### src/ftr_pkg.sv
// shared types and constants of the triangle rasterizer
`timescale 1ns / 1ps
package ftr_pkg;
	localparam int FRAC_BITS = 6;
	localparam logic [5:0] FRAC_MASK = 6'h3f;
	localparam logic [5:0] HALF_MASK = 6'h1f;
	localparam int FX_W = 20;
	localparam int DIV_STEPS = 16;

	typedef enum logic [3:0] {
		ST_IDLE, ST_READ, ST_READ_WAIT, ST_SORT, ST_DIV, ST_DIV_WAIT, ST_SETUP,
		ST_SPAN, ST_PIXEL, ST_SETUP2, ST_DONE
	} ftr_state_t;

	typedef enum logic [1:0] {
		SEG_TOP, SEG_BOTTOM
	} ftr_seg_t;

	// commands from controller to datapath
	typedef struct packed {
		logic load;
		logic read_issue;
		logic sort;
		logic div_start;
		logic setup1;
		logic setup2;
		logic span_start;
		logic pixel_step;
		logic row_step;
	} ftr_cmd_t;

	// status from datapath to controller
	typedef struct packed {
		logic is_read;
		logic div_done;
		logic top_rows_left;
		logic bottom_rows_left;
		logic span_pixels_left;
	} ftr_stat_t;
endpackage

### src/ftr_ctrl.sv
// controller state machine of the triangle rasterizer
`timescale 1ns / 1ps
module ftr_ctrl (
	input  logic              clk,
	input  logic              arst_n,
	input  logic              start,
	output logic              busy,
	output logic              strobe,
	output ftr_pkg::ftr_cmd_t cmd,
	input  ftr_pkg::ftr_stat_t stat
);
	import ftr_pkg::*;

	ftr_state_t state_q, state_d;
	logic [1:0] div_cnt_q;
	logic       strobe_q;

	always_ff @(posedge clk or negedge arst_n) begin
		if (!arst_n) begin
			state_q <= ST_IDLE;
			div_cnt_q <= '0;
			strobe_q <= 1'b0;
		end else begin
			state_q <= state_d;
			strobe_q <= (state_q == ST_READ_WAIT) || (state_q == ST_DONE);
			if (state_q == ST_SORT) div_cnt_q <= '0;
			else if ((state_q == ST_DIV || state_q == ST_DIV_WAIT) && stat.div_done)
				div_cnt_q <= div_cnt_q + 2'd1;
		end
	end

	assign busy = (state_q != ST_IDLE);
	assign strobe = strobe_q;

	// next state and commands
	always_comb begin
		state_d = state_q;
		cmd = '0;
		unique case (state_q)
			ST_IDLE: begin
				if (start) begin
					cmd.load = 1'b1;
					state_d = ST_SORT;
				end
			end
			ST_SORT: begin
				if (stat.is_read) begin
					cmd.read_issue = 1'b1;
					state_d = ST_READ;
				end else begin
					cmd.sort = 1'b1;
					state_d = ST_DIV;
				end
			end
			ST_READ: state_d = ST_READ_WAIT;
			ST_READ_WAIT: state_d = ST_IDLE;
			ST_DIV: begin
				cmd.div_start = 1'b1;
				// a zero row difference gives a zero slope at once
				if (stat.div_done) begin
					state_d = (div_cnt_q == 2'd2) ? ST_SETUP : ST_DIV;
				end else begin
					state_d = ST_DIV_WAIT;
				end
			end
			ST_DIV_WAIT: begin
				if (stat.div_done) begin
					state_d = (div_cnt_q == 2'd2) ? ST_SETUP : ST_DIV;
				end
			end
			ST_SETUP: begin
				cmd.setup1 = 1'b1;
				state_d = ST_SPAN;
			end
			ST_SPAN: begin
				if (stat.top_rows_left || stat.bottom_rows_left) begin
					cmd.span_start = 1'b1;
					state_d = ST_PIXEL;
				end else begin
					state_d = ST_DONE;
				end
			end
			ST_PIXEL: begin
				if (stat.span_pixels_left) begin
					cmd.pixel_step = 1'b1;
				end else begin
					cmd.row_step = 1'b1;
					state_d = ST_SETUP2;
				end
			end
			ST_SETUP2: begin
				cmd.setup2 = 1'b1;
				state_d = ST_SPAN;
			end
			ST_DONE: state_d = ST_IDLE;
			default: state_d = ST_IDLE;
		endcase
	end
endmodule

### config.mk
export PLATFORM = sky130hd
export DESIGN_NAME = ftr_ctrl
export DESIGN_NICKNAME = d
export VERILOG_FILES = /design/src/ftr_pkg.sv /design/src/ftr_ctrl.sv
export SDC_FILE = /design/constraint.sdc
export NUM_CORES = 1
export LEC_CHECK = 0
export BUFFER_PORTS_ARGS = -buffer_cell sky130_fd_sc_hd__buf_2
export CORE_AREA = 5 5 42 44
export DETAILED_ROUTE_END_ITERATION = 8
export DIE_AREA = 0 0 47 49
export PLACE_DENSITY = 0.73
export SETUP_SLACK_MARGIN = 0.2
export SYNTH_ARGS = -nofsm -noshare
export SYNTH_HDL_FRONTEND = slang
export SYNTH_SLANG_ARGS = --single-unit
### constraint.sdc
create_clock -name clk -period 3.85 [get_ports clk]
set_clock_uncertainty 0.2 [all_clocks]
set_input_delay 0 -clock clk [delete_from_list [all_inputs] [get_ports clk]]
set_output_delay 0 -clock clk [all_outputs]
set_load 0.02 [all_outputs]
==> summary.txt <==
Critical path
  – Worst setup path class: register to primary output
  – Data arrival, critical path: 1.58 ns
  – FF-to-FF path depth: 4
  – Crit path launch type: register
  – WP data required: 3.65 ns
  – Critical Path Sink Type: primary output
  – Max FO, Critical Path: 19

Drt
  – Vias: 587
  – Wirelength per Cell: 12.2 um
  – Drt pass-1 iters: 4
  – Routed Antenna Nets: 0
  – Final WL: 1.36 mm
  – DRT iter0 DRCs: 11
  – DRC: 0
  – Via density: 5.29

Cells and area
  – Number of fill cells: 147
  – Fin nets: 105
  – Layout area overhead: 18.1%
  – Share of cells above drive strength 1: 0.253
  – Diode count: 0

Global route
  – Largest net degree at the start of global routing: 20
  – Total GRT Usage: 0.140
  – GRT overflow: 0
  – Vias in the first global route: 538
  – First-pass GRT wire length: 2.33 mm
  – Initial antenna violation count: 0

CTS
  – H-tree levels: 1
  – Root buffer cell: clkbuf_4
  – Max clock buf depth: 2
  – CTS tree: yes
  – Worst-Skew Late Latency: 0.25 ns
  – Worst-path clk slew: 0.05 ns
  – Cts bufs inserted: 3
  – Clock Sinks: 7
  – Post-CTS Setup Inserts: 0

Die
  – Starting density of the core: 0.434
  – Die H: 49 um
  – Die area: 2300 um2
  – Die X: 47 um
  – Row cnt: 14
  – Io pins: 19
  – Core ar.: 1400 um2

STA
  – Worst hold margin: 0.00414 ns
  – Rel. slew slack: 0.625
  – Worst Tran Pin Value: 0.563 ns
  – Unrepaired setup endpoints after global routing: false
  – Final Cycle Share: 0.463
  – Crit path time final: 1.78 ns
  – Final hold vios: 0
  – Fmax: 0.561 GHz
  – Fin. max-slew vios: 0
  – Setup TNS Final: 0 ns
  – Final setup viols: 0

Yosys
  – Register area share after synthesis: 0.288
  – Synth top area cells: dfrtp_1 (29%), buf_6 (9.3%), nor2b_1 (5.1%)
  – Number of synthesized flops with an enable pin: 0
  – Synthesized flop and latch total: 7
  – Syn_area_per_cell: 8.00 um2
  – Ys async rst share: 1.00
  – Top cells by count, synth: dfrtp_1 (7), a21oi_1 (6), nand2_1 (6)
  – Post-synth cell types: 27
  – Synth Cell Area: 608 um2
  – Yosys warning count: 0
  – Ys flop type: dfrtp_1
  – Top-area cell type share of the netlist area: 0.288
  – Cell with the most instances after synthesis: dfrtp_1
  – Post-Syn Nets: 85
  – Gate Count Post-Synth: 76
  – Largest area contributor in the netlist: dfrtp_1

Power
  – Leak: 0.343 nW
  – Pwr Density: 787 nW/um2
  – Worst VDD drop: 0.343 mV

Outcome
  – Outcome: complete, no violations

Placement
  – Routability cong.: 0.853
  – Port buffer count: 18
  – Hpwl dp: 1.00 mm

Worst hold path
  – Hold Crit Depth: 5
  – Worst min-delay path class: primary input to register

Flow run
  – Max_cap viols: 0
## per-stage QoR
step	util	total power [mW]	setup slack (ns)	instance area, um2	cells
after floorplan	-	0.475	2.33	608	76
after global placement	0.465	0.494	2.18	652	103
after detailed placement	0.465	0.497	2.19	652	103
after CTS	0.513	0.569	2.06	718	111
after global routing	0.513	0.624	1.91	718	111
final	0.513	0.565	2.07	718	111
## critical path: stages (launching register included)
cell	delay (ns)
dfrtp_1	0.69
nand2_1	0.21
nor4_1	0.21
buf_2	0.21
## area by class of cell
class                           instances  area [um2]  area share
Sequential cell                         7         175       0.244
Timing Repair Buffer                   22         130       0.181
Multi-Input combinational cell         58         352       0.490
Tap cell                               16        20.0      0.0279
Inverter                                4        15.0      0.0209
Clock buffer                            4        26.3      0.0366
## state kept, by name, summed over array words and instances, names as in the netlist
register,count
strobe,1
state_q,4
div_cnt_q,2
## report_power, final
| part | internal (mW) | switching, mW | leakage, nW |
|---|---|---|---|
| sequential | 0.106 | 0.0929 | 0.0878 |
| clock | 0.0396 | 0.0272 | 0.0150 |
| combinational | 0.137 | 0.163 | 0.240 |
| total | 0.282 | 0.283 | 0.343 |
## cell usage in the layout (no fill, tap or decap), drive strengths merged, types with 5 or more instances in the layout
cell | Yosys | routed
o21ai | 5 | 5
nor4 | 5 | 5
nor2b | 5 | 5
buf | 7 | 18
nor2 | 5 | 5
a21oi | 6 | 6
dfrtp | 7 | 7
nand2 | 6 | 6
## cells by family after synthesis
group	count (synthesis)	share of synthesized area
simple gates	36	0.335
fa+ha+maj	1	0.0206
compound gates	21	0.222
buf+inv	11	0.134
flops	7	0.288
## final timing paths
path,end,slack (ns),startpoint
max reg2reg,state_q[0],2.19,state_q[0]
max in group asynchronous,state_q[2],2.72,arst_n
min,state_q[1],0.004,stat[0]
min reg2reg,div_cnt_q[1],0.35,div_cnt_q[1]
min in group asynchronous,state_q[3],0.49,arst_n
max,cmd[7],2.07,state_q[1]
## layer usage
layer	global-route usage	vias up	wire length, um	part of all wire
met4	0.0553	0	23	0.017
met1	0.184	262	574	0.42
met5	0	-	0	0
li1	-	307	-	-
met2	0.206	13	692	0.51
met3	0.0443	5	64	0.047
## timing repair
| item | in CTS | in global routing |
|---|---|---|
| hold buffers | 4 | 0 |
| endpoints found under the hold margin | 10 | 0 |
| endpoints found under the setup margin | 0 | 0 |
| gates resized for setup | 0 | 0 |
No activity file was read; power rests on OpenSTA's default activity.
